### src/sv/thsm_pkg.sv
// Shared types and constants for the two-wire humidity sensor master.
// Used by thsm_cfg, thsm_seq and two_wire_humidity_sensor_master; no dependencies.
package thsm_pkg;

	localparam int HalfW    = 16;
	localparam int CmdW     = 8;
	localparam int IdxW     = 5;
	localparam int ReadW    = 16;
	localparam int DataW    = 32;
	localparam int AddrW    = 2;

	localparam logic [HalfW-1:0] HalfReset = 16'd80;
	localparam logic [AddrW-1:0] AddrHalf  = 2'd0;

	localparam logic [CmdW-1:0] CmdTemp  = 8'd3;
	localparam logic [CmdW-1:0] CmdHumid = 8'd5;

	localparam logic [IdxW-1:0] StartLast = 5'd6;
	localparam logic [IdxW-1:0] WriteLast = 5'd24;
	localparam logic [IdxW-1:0] ReadLast  = 5'd15;
	localparam logic [IdxW-1:0] AckLast   = 5'd2;

	typedef enum logic [3:0] {
		PH_IDLE      = 4'd0,
		PH_START     = 4'd1,
		PH_WRITE     = 4'd2,
		PH_ACK_WAIT  = 4'd3,
		PH_ACK_CLOCK = 4'd4,
		PH_MEAS_WAIT = 4'd5,
		PH_READ_HI   = 4'd6,
		PH_ACK_SEND  = 4'd7,
		PH_READ_LO   = 4'd8,
		PH_NACK      = 4'd9
	} phase_t;

	typedef struct packed {
		logic            kind;
		logic [CmdW-1:0] command;
		logic            data_sample;
	} item_t;

	typedef struct packed {
		logic             clock_level;
		logic             data_drive;
		logic             data_level;
		logic             busy_res;
		logic             reading_valid;
		logic [ReadW-1:0] reading;
	} result_t;

endpackage

### src/sv/two_wire_humidity_sensor_master.sv
// Top level of the two-wire humidity sensor master: input stage, sequencer, result stage.
// Depends on thsm_pkg, thsm_cfg and thsm_seq.
//
//   channel  | handshake                     | payload
//   ---------+-------------------------------+------------------------------------------
//   input    | in_valid / in_ready           | kind, command, data_sample
//   result   | out_valid / out_ready         | clock_level, data_drive, data_level,
//            |                               | busy_res, reading_valid, reading
//   config   | psel, penable, pwrite, pready | paddr, pwdata, prdata
//
// One transfer is taken per clock unless the result side stalls; a tick passes from the
// input register through the sequencer step into the result register.
// The sequencer state loop (phase, index, delay counter) sets the one-per-cycle rate.
// Reset clears the link to idle with the clock high and data driven high.
// A stalled result holds the result register; an empty input register still takes one
// transfer before in_ready drops.
module two_wire_humidity_sensor_master
	import thsm_pkg::*;
(
	input  logic             clk,
	input  logic             arst_n,
	input  logic             psel,
	input  logic             penable,
	input  logic             pwrite,
	input  logic [AddrW-1:0] paddr,
	input  logic [DataW-1:0] pwdata,
	output logic [DataW-1:0] prdata,
	output logic             pready,
	input  logic             in_valid,
	output logic             in_ready,
	input  logic             kind,
	input  logic [CmdW-1:0]  command,
	input  logic             data_sample,
	output logic             out_valid,
	input  logic             out_ready,
	output logic             clock_level,
	output logic             data_drive,
	output logic             data_level,
	output logic             busy_res,
	output logic             reading_valid,
	output logic [ReadW-1:0] reading
);

	logic [HalfW-1:0] half_period;
	logic             valid_s1;
	item_t            item_s1;
	logic             out_valid_q;
	result_t          result_q;
	result_t          step_res;
	logic             out_free;
	logic             step;

	thsm_cfg u_cfg (
		.clk         (clk),
		.arst_n      (arst_n),
		.psel        (psel),
		.penable     (penable),
		.pwrite      (pwrite),
		.paddr       (paddr),
		.pwdata      (pwdata),
		.prdata      (prdata),
		.pready      (pready),
		.half_period (half_period)
	);

	assign out_free = !out_valid_q || out_ready;
	assign step     = valid_s1 && out_free;
	assign in_ready = !valid_s1 || out_free;

	always_ff @(posedge clk or negedge arst_n) begin
		if (!arst_n) begin
			valid_s1 <= 1'b0;
		end else if (in_ready) begin
			valid_s1 <= in_valid;
		end
	end

	always_ff @(posedge clk) begin
		if (in_ready && in_valid) begin
			item_s1 <= '{kind: kind, command: command, data_sample: data_sample};
		end
	end

	thsm_seq u_seq (
		.clk         (clk),
		.arst_n      (arst_n),
		.step        (step),
		.item        (item_s1),
		.half_period (half_period),
		.result      (step_res)
	);

	always_ff @(posedge clk or negedge arst_n) begin
		if (!arst_n) begin
			out_valid_q <= 1'b0;
		end else if (out_free) begin
			out_valid_q <= valid_s1;
		end
	end

	always_ff @(posedge clk) begin
		if (step) begin
			result_q <= step_res;
		end
	end

	assign out_valid     = out_valid_q;
	assign clock_level   = result_q.clock_level;
	assign data_drive    = result_q.data_drive;
	assign data_level    = result_q.data_level;
	assign busy_res      = result_q.busy_res;
	assign reading_valid = result_q.reading_valid;
	assign reading       = result_q.reading;

endmodule

### src/sv/thsm_cfg.sv
// APB-style configuration register: half period of the serial clock.
// Depends on thsm_pkg.
module thsm_cfg
	import thsm_pkg::*;
(
	input  logic             clk,
	input  logic             arst_n,
	input  logic             psel,
	input  logic             penable,
	input  logic             pwrite,
	input  logic [AddrW-1:0] paddr,
	input  logic [DataW-1:0] pwdata,
	output logic [DataW-1:0] prdata,
	output logic             pready,
	output logic [HalfW-1:0] half_period
);

	logic [HalfW-1:0] half_q;

	always_ff @(posedge clk or negedge arst_n) begin
		if (!arst_n) begin
			half_q <= HalfReset;
		end else if (psel && penable && pwrite && paddr == AddrHalf) begin
			half_q <= pwdata[HalfW-1:0];
		end
	end

	assign pready      = 1'b1;
	assign prdata      = (paddr == AddrHalf) ? {{(DataW-HalfW){1'b0}}, half_q} : '0;
	assign half_period = half_q;

endmodule

### src/sv/thsm_seq.sv
// Line sequencer: holds the link state and computes one tick step per enable.
// Depends on thsm_pkg.
module thsm_seq
	import thsm_pkg::*;
(
	input  logic             clk,
	input  logic             arst_n,
	input  logic             step,
	input  item_t            item,
	input  logic [HalfW-1:0] half_period,
	output result_t          result
);

	phase_t            phase_q, phase_d;
	logic [IdxW-1:0]   idx_q, idx_d;
	logic [ReadW-1:0]  shift_q, shift_d;
	logic [CmdW-1:0]   cmd_q, cmd_d;
	logic [HalfW-1:0]  delay_q, delay_d;
	logic              clk_q, clk_d;
	logic              drv_q, drv_d;
	logic              lvl_q, lvl_d;
	logic              done;

	// Scratch for the advance step
	phase_t            ph;
	logic [IdxW-1:0]   k;
	logic              do_adv;
	logic              waiting;
	logic [HalfW-1:0]  hp;
	logic [IdxW+3:0]   k11;
	logic [2:0]        quot;
	logic [1:0]        sub;
	logic [2:0]        bit_sel;

	assign hp = (half_period == '0) ? {{(HalfW-1){1'b0}}, 1'b1} : half_period;

	// k / 3 for k below 24 as (k * 11) >> 5; only used while writing, where k is the index
	assign k11     = {4'b0, idx_q} * 9'd11;
	assign quot    = k11[IdxW+2:IdxW];
	assign sub     = 2'(idx_q - 5'(quot) * 5'd3);
	assign bit_sel = 3'd7 - quot;

	always_comb begin
		phase_d = phase_q;
		idx_d   = idx_q;
		shift_d = shift_q;
		cmd_d   = cmd_q;
		delay_d = delay_q;
		clk_d   = clk_q;
		drv_d   = drv_q;
		lvl_d   = lvl_q;
		done    = 1'b0;
		waiting = 1'b0;
		ph      = phase_q;
		k       = idx_q;
		do_adv  = 1'b0;

		if (phase_q == PH_IDLE) begin
			if (item.kind) begin
				cmd_d   = item.command;
				shift_d = '0;
				ph      = PH_START;
				k       = '0;
				do_adv  = 1'b1;
			end
		end else if (delay_q > 16'd1) begin
			delay_d = delay_q - 16'd1;
		end else begin
			do_adv = 1'b1;
		end

		if (do_adv) begin
			phase_d = ph;
			case (ph)
				PH_START: begin
					case (k)
						5'd0: begin
							drv_d = 1'b1;
							lvl_d = 1'b1;
						end
						5'd1: clk_d = 1'b1;
						5'd2: lvl_d = 1'b0;
						5'd3: clk_d = 1'b0;
						5'd4: clk_d = 1'b1;
						5'd5: lvl_d = 1'b1;
						default: clk_d = 1'b0;
					endcase
					if (k >= StartLast) begin
						phase_d = PH_WRITE;
						idx_d   = '0;
					end else begin
						idx_d = k + 5'd1;
					end
				end
				PH_WRITE: begin
					if (k >= WriteLast) begin
						drv_d   = 1'b0;
						clk_d   = 1'b0;
						phase_d = PH_ACK_WAIT;
						idx_d   = '0;
					end else begin
						case (sub)
							2'd0:    clk_d = 1'b0;
							2'd1:    lvl_d = cmd_q[bit_sel];
							default: clk_d = 1'b1;
						endcase
						idx_d = k + 5'd1;
					end
				end
				PH_ACK_WAIT: begin
					if (!item.data_sample) begin
						clk_d   = 1'b1;
						phase_d = PH_ACK_CLOCK;
					end else begin
						waiting = 1'b1;
					end
				end
				PH_ACK_CLOCK: begin
					clk_d   = 1'b0;
					phase_d = (cmd_q == CmdTemp || cmd_q == CmdHumid) ? PH_MEAS_WAIT : PH_IDLE;
					idx_d   = '0;
				end
				PH_MEAS_WAIT: begin
					if (!item.data_sample) begin
						phase_d = PH_READ_HI;
						idx_d   = '0;
					end else begin
						waiting = 1'b1;
					end
				end
				PH_READ_HI, PH_READ_LO: begin
					if (!k[0]) begin
						clk_d = 1'b1;
					end else begin
						// shift in MSB first on the falling clock
						shift_d = {shift_q[ReadW-2:0], item.data_sample};
						clk_d   = 1'b0;
					end
					if (k >= ReadLast) begin
						phase_d = (ph == PH_READ_HI) ? PH_ACK_SEND : PH_NACK;
						idx_d   = '0;
					end else begin
						idx_d = k + 5'd1;
					end
				end
				PH_ACK_SEND: begin
					if (k == 5'd0) begin
						drv_d = 1'b1;
						lvl_d = 1'b0;
					end else if (k == 5'd1) begin
						clk_d = 1'b1;
					end else begin
						clk_d = 1'b0;
						drv_d = 1'b0;
					end
					if (k >= AckLast) begin
						phase_d = PH_READ_LO;
						idx_d   = '0;
					end else begin
						idx_d = k + 5'd1;
					end
				end
				PH_NACK: begin
					if (k == 5'd0) begin
						drv_d = 1'b1;
						lvl_d = 1'b1;
					end else if (k == 5'd1) begin
						clk_d = 1'b1;
					end else begin
						clk_d = 1'b0;
					end
					if (k >= AckLast) begin
						phase_d = PH_IDLE;
						idx_d   = '0;
						done    = 1'b1;
					end else begin
						idx_d = k + 5'd1;
					end
				end
				default: begin
					phase_d = PH_IDLE;
					idx_d   = '0;
				end
			endcase
			delay_d = waiting ? '0 : hp;
		end
	end

	always_ff @(posedge clk or negedge arst_n) begin
		if (!arst_n) begin
			phase_q <= PH_IDLE;
			idx_q   <= '0;
			shift_q <= '0;
			cmd_q   <= '0;
			delay_q <= '0;
			clk_q   <= 1'b1;
			drv_q   <= 1'b1;
			lvl_q   <= 1'b1;
		end else if (step) begin
			phase_q <= phase_d;
			idx_q   <= idx_d;
			shift_q <= shift_d;
			cmd_q   <= cmd_d;
			delay_q <= delay_d;
			clk_q   <= clk_d;
			drv_q   <= drv_d;
			lvl_q   <= lvl_d;
		end
	end

	always_comb begin
		result.clock_level   = clk_d;
		result.data_drive    = drv_d;
		result.data_level    = lvl_d;
		result.busy_res      = (phase_d != PH_IDLE);
		result.reading_valid = done;
		result.reading       = done ? shift_d : '0;
	end

endmodule

### config.mk
export PLATFORM = sky130hd
export DESIGN_NAME = two_wire_humidity_sensor_master
export DESIGN_NICKNAME = d
export VERILOG_FILES = /design/src/sv/thsm_pkg.sv /design/src/sv/two_wire_humidity_sensor_master.sv /design/src/sv/thsm_cfg.sv /design/src/sv/thsm_seq.sv
export SDC_FILE = /design/constraint.sdc
export NUM_CORES = 1
export LEC_CHECK = 0
export CORE_MARGIN = 2
export CORE_UTILIZATION = 50
export DETAILED_ROUTE_END_ITERATION = 10
export DONT_BUFFER_PORTS = 1
export GPL_TIMING_DRIVEN = 0
export PLACE_DENSITY = 0.78
export SYNTH_ARGS = -nofsm -noshare
export SYNTH_HDL_FRONTEND = slang
export SYNTH_SLANG_ARGS = --single-unit
### constraint.sdc
create_clock -name clk -period 3.6 [get_ports clk]
set_input_delay 0.18 -clock clk [delete_from_list [all_inputs] [get_ports clk]]
set_output_delay 0.18 -clock clk [all_outputs]
set_load 0.02 [all_outputs]
### Word-level counts from Yosys, hierarchy flattened

Cells that the tools add are included.

| word-level totals | value |
|---|---|
| ROM bits | 0 |
| input bits | 51 |
| output and inout bits | 56 |
| logic and storage cells | 143 |
| memories | 0 |
| flip-flop bits (word level) | 101 |
| memory bits (writable) | 0 |
| bits in latches | 0 |

| operators by class | value |
|---|---|
| shifts and indexed selects | 0 |
| add/sub/neg operators | 4 |
| bitwise logic cells | 1 |
| mux-type cells | 65 |
| multiply operators | 2 |
| reduce and logical (&&, ||, !) cells | 27 |
| eq/ne operators | 18 |
| div/mod/pow operators | 0 |
| $lt $le $gt $ge | 6 |

Operator list:

| kind | count |
|---|---|
| 16-bit two-way mux | 11 |
| 4-bit two-way mux | 11 |
| 5-bit two-way mux | 7 |
| 4-bit one-hot mux with 8 select lines | 1 |
| 5-bit one-hot mux with 6 select lines | 1 |
| 1-bit two-way mux | 26 |
| 4-bit by 3-bit equality test with 1-bit output, second input constant | 4 |
| 16-bit by 1-bit > comparator with 1-bit output, second input constant | 1 |
| 16-bit logical NOT | 1 |
| 16-bit by 1-bit subtractor with 16-bit output, second input constant | 1 |
| 2-bit OR reduction | 6 |
| 5-bit by 3-bit equality test with 1-bit output, second input constant | 2 |
| 4-bit by 2-bit equality test with 1-bit output, second input constant | 2 |
| 4-bit equality test, second input constant | 2 |
| 8-bit by 2-bit equality test with 1-bit output, second input constant | 1 |
| 8-bit by 3-bit equality test with 1-bit output, second input constant | 1 |
| 5-bit by 4-bit multiplier with 8-bit output, second input constant | 1 |
| 1-bit one-hot mux with 2 select lines | 3 |
| 1-bit one-hot mux with 6 select lines | 1 |
| 3-bit AND reduction | 2 |
| 5-bit by 1-bit adder with 5-bit output, second input constant | 1 |
| 5-bit by 1-bit equality test with 1-bit output, second input constant | 1 |
| 5-bit by 2-bit equality test with 1-bit output, second input constant | 1 |
| 5-bit by 2-bit >= comparator with 1-bit output, second input constant | 1 |
| 26 further kinds | 34 |

### Longest topological paths before layout

Gate-level depths: netlist of run 1.

| depth | value |
|---|---|
| depth in word-level cells | 8 |
| mapped depth | 16 |
| mapped depth without buffers | 16 |

### By module

A second synthesis of run 1 with hierarchy kept.

| second synthesis, totals | value |
|---|---|
| cells, all modules | 608 |
| area total of the unflattened synthesis | 6088.3 µm² |

Modules (own cells, without submodules):

| module | seq. area each (µm²) | times used | area each (µm²) | cells each |
|---|---|---|---|---|
| thsm_seq | 1305.0 | 1 | 4140.2 | 497 |
| two_wire_humidity_sensor_master | 980.9 | 1 | 1034.7 | 39 |
| thsm_cfg | 402.9 | 1 | 913.4 | 72 |

### Worst setup path before layout of run 1

OpenSTA, ideal clock, no wires.

| timing path | value |
|---|---|
| path type | register -> register |
| start point | register u_seq.idx_q[3] |
| end point | register result_q, in the netlist clock_level (data pin) |
| path slack | -268 ps |
| data arrival time | 3606 ps |
| data required time | 3338 ps |
| setup time | 262 ps |
| stages on the path, launching flop included | 17 |
| buffers on the path | 0 |
| clock period less this slack | 3868 ps |
| cell sequence | dfrtp_1 > ha_1 > fa_1 > ha_1 > nor2_1 > a21oi_1 > xnor2_1 > inv_1 > ha_1 > inv_1 > ha_1 > nor2_1 > xnor2_1 > xnor2_1 > a21boi_0 > o31ai_1 > mux2_1 |

RTL lines:

| item | RTL line | text |
|---|---|---|
| start, declared | thsm_seq.sv:15 | `logic [IdxW-1:0] idx_q, idx_d;` |
| start signal, assigned | thsm_seq.sv:201 | `idx_q <= idx_d;` |
| end signal, assigned | two_wire_humidity_sensor_master.sv:103 | `result_q <= step_res;` |
| end, declared | two_wire_humidity_sensor_master.sv:48 | `result_t result_q;` |

==> impl_metrics.yaml, run 1 <==
route:
  wl_per_cell_um: 18.1
  routed_wl_um: 14900
  antenna_left: 0
  vias: 5040
  drt_iter0_drc: 463
  routed_via_density: 6.09
  drc: 4
  dr.pass1.iters: 9
timing:
  fin_crit_sh_pct: 99.6
  timing.hold.ws_ns: 0.0343
  max_freq_mhz: 279
  slew_headroom_pct: 50.7
  hold_viol: 0
  worstMarginPinSlew_ns: 0.733
  skew_ns: 0.00571
  rsz0062_at_grt: "true"
  min_period_ns: 3.58
  setup_viol: 0
  fin_setup_tns_ns: 0
  slew_viol_final: 0
pwr:
  powerDensity_nw_per_um2: 575
  power_w: 0.00404
  total_leakage_power_nw: 2.88
  peakVddDrop_mv: 0.522
setup_path:
  reg2reg_setup_slack_ns: 0.02
  r2r.worst_path.cells: 15
  critical_path_class: "reg2reg"
  crit_path_end_kind: "flip-flop"
  worstPathArrival_ns: 3.68
  crit_required_ns: 3.70
  start_kind: "flip-flop"
  rr_endpoint: "clock_level"
  crit_fanout: 3
  r2r-start: "u_seq.idx_q[1]"
floorplanning:
  num_rows: 39
  coreArea_um2: 11500
  chipWidth_um: 113
  die_h_um: 113
  start_util_pct: 51.8
  ioPinCount: 107
  die_area_um2: 12800
cts:
  cts_buffers: 9
  path_clk_slew_ns: 0.07
  clk_latency_ns: 0.35
  ctsLongestPathBuffers: 2
  h-tree-depth: 3
  cts.sinks: 101
  cts_tree: "built"
  clockRootBuffer: "clkbuf_16"
synthesis:
  yosysSeqAreaShare_pct: 45.1
  ys.flop_type: "dfrtp_1"
  synth.yosys.warnings: 0
  synth.distinct_cells: 71
  synth_edf_count: 31
  syn_area_per_cell_um2: 9.72
  ys_async_sr_fraction_pct: 69.3
  syn_area_um2: 5960
  synthCells: 613
  ys_seq_elements: 101
place:
  dp_hpwl_um: 9870
  gp_congestion: 0.987
  placed_cell_area_um2: 6240
  port_buffers: 0
run_status:
  outcome: "complete, but fails checks"
  violations: "DRC"
grt:
  grt_pass1_wl_um: 24600
  grt_pass1_vias: 4802
  antenna_found_initial: 0
  track_usage_pct: 23.9
  grt_max_degree: 71
  gr-total-overflow: 0
cells_and_area:
  layout-drive-gt1-share_pct: 17.7
  final_core_util_pct: 61.0
  diodes: 0
  layout_commonest_cell: "dfrtp_1"
  areaGrowthSynthToFinish_pct: 17.9
  final_cell_mix: "dfrtp_1, nand2_1, a21oi_1"
  finalInstanceArea_um2: 7030
  final_nets: 751
hold_path:
  min_path_cells: 2
  hold_class: "in2reg"
  whs_endpoint: "out_valid"
  worstHoldStart: "out_ready"
job:
  cap_viol_max_count: 0
final cells by class:
type / instances / area, um^2
repair buffers: 41 / 398
plain buffers: 49 / 269
fillers: 922 / 4490
clock inverters: 7 / 50.0
well taps: 143 / 179
inverters: 24 / 90.1
clock buffers: 9 / 225
flip-flops and latches: 101 / 2690
multi-input cells: 453 / 3120
Yosys cell counts (7+ instances only):
library cell	count	area, um^2
buf_4	18	135
edfxtp_1	31	931
a21oi_1	51	255
clkbuf_1	24	90.1
nor2b_1	8	50.1
a31oi_1	11	68.8
inv_1	23	86.3
a22oi_1	7	52.6
nand3_1	22	110
o21ai_0	25	125
nor2_1	34	128
dfrtp_1	65	1630
and2_1	23	144
mux2_2	26	293
ha_1	20	250
nor3_1	15	75.1
nand2_1	51	191
nand2b_1	8	50.1
a22o_1	20	175
o21ai_1	14	70.1
through the flow:
| step | setup WS (ns) | std cells |
|---|---|---|
| 3_5_place_dp | -0.560 | 771 |
| 2_1_floorplan | 0.0108 | 628 |
| 4_1_cts | 0.0198 | 825 |
| 3_3_place_gp | -0.547 | 771 |
| 6_report | 0.0161 | 827 |
| 5_1_grt | -0.106 | 827 |
critical path: stages (launching register included):
cell      delay [ns]
dfrtp_2         0.43
ha_4            0.24
fa_1            0.47
ha_4            0.31
nor2_4          0.04
a21oi_2         0.15
xnor2_2         0.15
inv_2           0.07
ha_4            0.27
ha_2            0.19
nor2_4          0.05
xnor2_2         0.14
xnor2_2         0.23
a21boi_2        0.24
o31ai_2         0.09
mux2_4          0.28
per-layer routing:
layer,vias to the layer above,routed length [um],GRT usage (%)
met4,0,196,7.15
met2,266,7320,39.9
met1,2400,6230,31.6
li1,2354,-,-
met5,-,0,0
met3,20,1190,4.93
kinds of logic (layout without fill, tap and decap cells):
group / after synthesis / in the layout / share of synthesized area [%]
AO/OA/AOI/OAI: 174 / 174 / 19.1
adder cells (fa/ha/maj): 21 / 21 / 4.53
multiplexers: 31 / 31 / 6.00
flip-flops: 101 / 101 / 45.1
other: 2 / 17 / 0.126
XOR/XNOR: 9 / 9 / 1.32
AND/OR/NAND/NOR: 201 / 201 / 17.8
buffers and inverters: 74 / 130 / 6.02
registers in the layout (all words and copies together), names as in the netlist:
register	count
reading	16
u_cfg.half_period	16
u_seq.delay_q	16
u_seq.shift_q	16
item_s1	10
u_seq.cmd_q	8
u_seq.idx_q	5
u_seq.phase_q	4
busy_res	1
clock_level	1
data_drive	1
data_level	1
out_valid	1
reading_valid	1
u_seq.clk_q	1
u_seq.drv_q	1
u_seq.lvl_q	1
valid_s1	1
power by group:
group          switching [W]  internal [W]
clock               0.000430      0.000471
combinational       0.000827      0.000617
sequential          0.000257       0.00144
total                0.00151       0.00253
worst max-delay path by stage:
| stage | startpoint | end | slack, ns | cells past startpoint |
|---|---|---|---|---|
| 2_1_floorplan | u_seq.idx_q[3] | clock_level | 0.01 | 16 |
| 3_3_place_gp | u_seq.idx_q[2] | data_level | -0.55 | 15 |
| 3_5_place_dp | u_seq.idx_q[2] | data_level | -0.56 | 15 |
| 4_1_cts | u_seq.phase_q[3] | busy_res | 0.02 | 11 |
| 5_1_grt | u_seq.idx_q[3] | clock_level | -0.11 | 15 |
| 6_report | u_seq.idx_q[1] | clock_level | 0.02 | 15 |
repair_timing:
action | in CTS | in global routing
endpoints found under the setup margin | 4 | 9
hold endpoints to repair | 97 | 0
hold buffers | 29 | 0
buffers inserted | 10 | 2
resized for setup | 18 | 7
pin swaps | 14 | 10
No activity file was read; power rests on OpenSTA's default activity.
==> run 2: changes to the inputs <==
--- a/config.mk
+++ b/config.mk
@@ -10,7 +10,7 @@
 export DETAILED_ROUTE_END_ITERATION = 10
 export DONT_BUFFER_PORTS = 1
 export GPL_TIMING_DRIVEN = 0
-export PLACE_DENSITY = 0.78
+export PLACE_DENSITY = 0.75
 export SYNTH_ARGS = -nofsm -noshare
 export SYNTH_HDL_FRONTEND = slang
 export SYNTH_SLANG_ARGS = --single-unit
==> constraint.sdc (replaced) <==
create_clock -name clk -period 3.96 [get_ports clk]
set_input_delay 0.198 -clock clk [delete_from_list [all_inputs] [get_ports clk]]
set_output_delay 0.198 -clock clk [all_outputs]
set_load 0.02 [all_outputs]
==> impl_metrics.yaml, run 2 (synthesis gave the netlist of run 1 again) <==
run_status:
  outcome: "complete, but fails checks"
  violations: "DRC"
floorplanning:
  start_util_pct: 51.8
  chipWidth_um: 113
  die_h_um: 113
  die_area_um2: 12800
  coreArea_um2: 11500
  ioPinCount: 107
  num_rows: 39
cells_and_area:
  final_nets: 744
  multi_input_area_um2: 3070
  final_core_util_pct: 60.2
  regArea_um2: 2690
  final_cell_mix: "dfrtp_1, nand2_1, a21oi_1"
  finalInstanceArea_um2: 6940
  areaGrowthSynthToFinish_pct: 16.4
  diodes: 0
  nFillCells: 969
  layout_commonest_cell: "dfrtp_1"
  layout-drive-gt1-share_pct: 15.4
cts:
  clockRootBuffer: "clkbuf_16"
  cts_tree: "built"
  cts.sinks: 101
  ctsLongestPathBuffers: 2
  h-tree-depth: 3
  path_clk_slew_ns: 0.07
  cts_buffers: 9
  clk_latency_ns: 0.35
hold_path:
  hold_class: "in2reg"
route:
  drt_iter0_drc: 420
  vias: 5049
  drc: 7
  dr.pass1.iters: 9
  routed_wl_um: 15000
  routed_via_density: 6.16
  wl_per_cell_um: 18.3
  antenna_left: 0
grt:
  antenna_found_initial: 0
  grt_pass1_wl_um: 24300
  gr-total-overflow: 0
  grt_pass1_vias: 4871
  track_usage_pct: 23.5
  grt_max_degree: 71
pwr:
  power_w: 0.00373
  total_leakage_power_nw: 2.87
  powerDensity_nw_per_um2: 538
  peakVddDrop_mv: 0.467
timing:
  slew_headroom_pct: 52.0
  hold_viol: 0
  skew_ns: 0.0121
  timing.hold.ws_ns: 0.00905
  min_period_ns: 3.78
  worstMarginPinSlew_ns: 0.714
  slew_viol_final: 0
  fin_crit_sh_pct: 95.5
  setup_viol: 0
  max_freq_mhz: 264
job:
  cap_viol_max_count: 0
setup_path:
  worstPathArrival_ns: 4.01
  start_kind: "flip-flop"
  crit_required_ns: 4.18
  reg2reg_setup_slack_ns: 0.18
  critical_path_class: "reg2reg"
  crit_path_end_kind: "flip-flop"
  crit_fanout: 5
place:
  port_buffers: 0
  dp_hpwl_um: 10100
  placed_cell_area_um2: 6200
  gp_congestion: 0.971
-- run 2: cell type report --
| type | count | share of cell area (%) |
|---|---|---|
| timing repair buffer | 34 | 4.87 |
| clock buffer | 13 | 3.77 |
| clock inverter | 3 | 0.631 |
| inverter | 24 | 1.30 |
| buffer | 49 | 3.84 |
| sequential | 101 | 38.8 |
| tap | 143 | 2.58 |
| multi-input combinational | 453 | 44.2 |
-- run 2: worst max-delay path: stages (launching register included) --
cell	delay, ns
dfrtp_2	0.42
ha_1	0.31
fa_1	0.54
ha_4	0.24
nor2_4	0.16
a21oi_4	0.06
xnor2_2	0.19
inv_1	0.06
ha_1	0.30
inv_1	0.05
ha_1	0.18
nor2_2	0.13
xnor2_2	0.09
xnor2_2	0.17
a21boi_2	0.19
o31ai_1	0.35
mux2_4	0.23
-- run 2: worst paths after layout --
check                                     from                   end  depth (start not counted)
min in group asynchronous               arst_n        u_seq.idx_q[1]                          2
worst max-delay path            u_seq.idx_q[3]           clock_level                         16
max in group asynchronous               arst_n           u_seq.lvl_q                          2
worst min-delay path                 pwdata[1]  u_cfg.half_period[1]                          1
worst min register to register      item_s1[8]        u_seq.cmd_q[7]                          1
worst max register to register  u_seq.idx_q[3]           clock_level                         16
-- run 2: where the power goes --
group,switching [W],leakage [nW],internal (W)
Combinational,0.000740,1.53,0.000543
Clock,0.000381,0.149,0.000530
Sequential,0.000228,1.19,0.00131
-- run 2: per-layer routing --
metal / vias to the layer above / routed length [um] / global-route usage (%)
met5: - / 0 / 0
met4: 0 / 201 / 6.75
met3: 21 / 1230 / 5.78
met2: 266 / 7440 / 39.7
met1: 2420 / 6170 / 30.1
li1: 2342 / - / -
-- run 2: repair_timing --
action / in CTS / in global routing
setup buffers: 4 / 4
pin swaps: 2 / 6
hold buffers: 26 / 0
endpoints found under the setup margin: 4 / 4
resized for setup: 9 / 13
hold endpoints to repair: 94 / 0
-- run 2: through the flow --
stage                     TNS [ns]  worst slack [ns]  std cells
after floorplan                  0            0.0919        628
after global placement       -1.16            -0.430        771
after detailed placement     -1.46            -0.486        771
after CTS                        0           0.00173        817
after global routing       -0.0384           -0.0384        820
final                            0             0.176        820
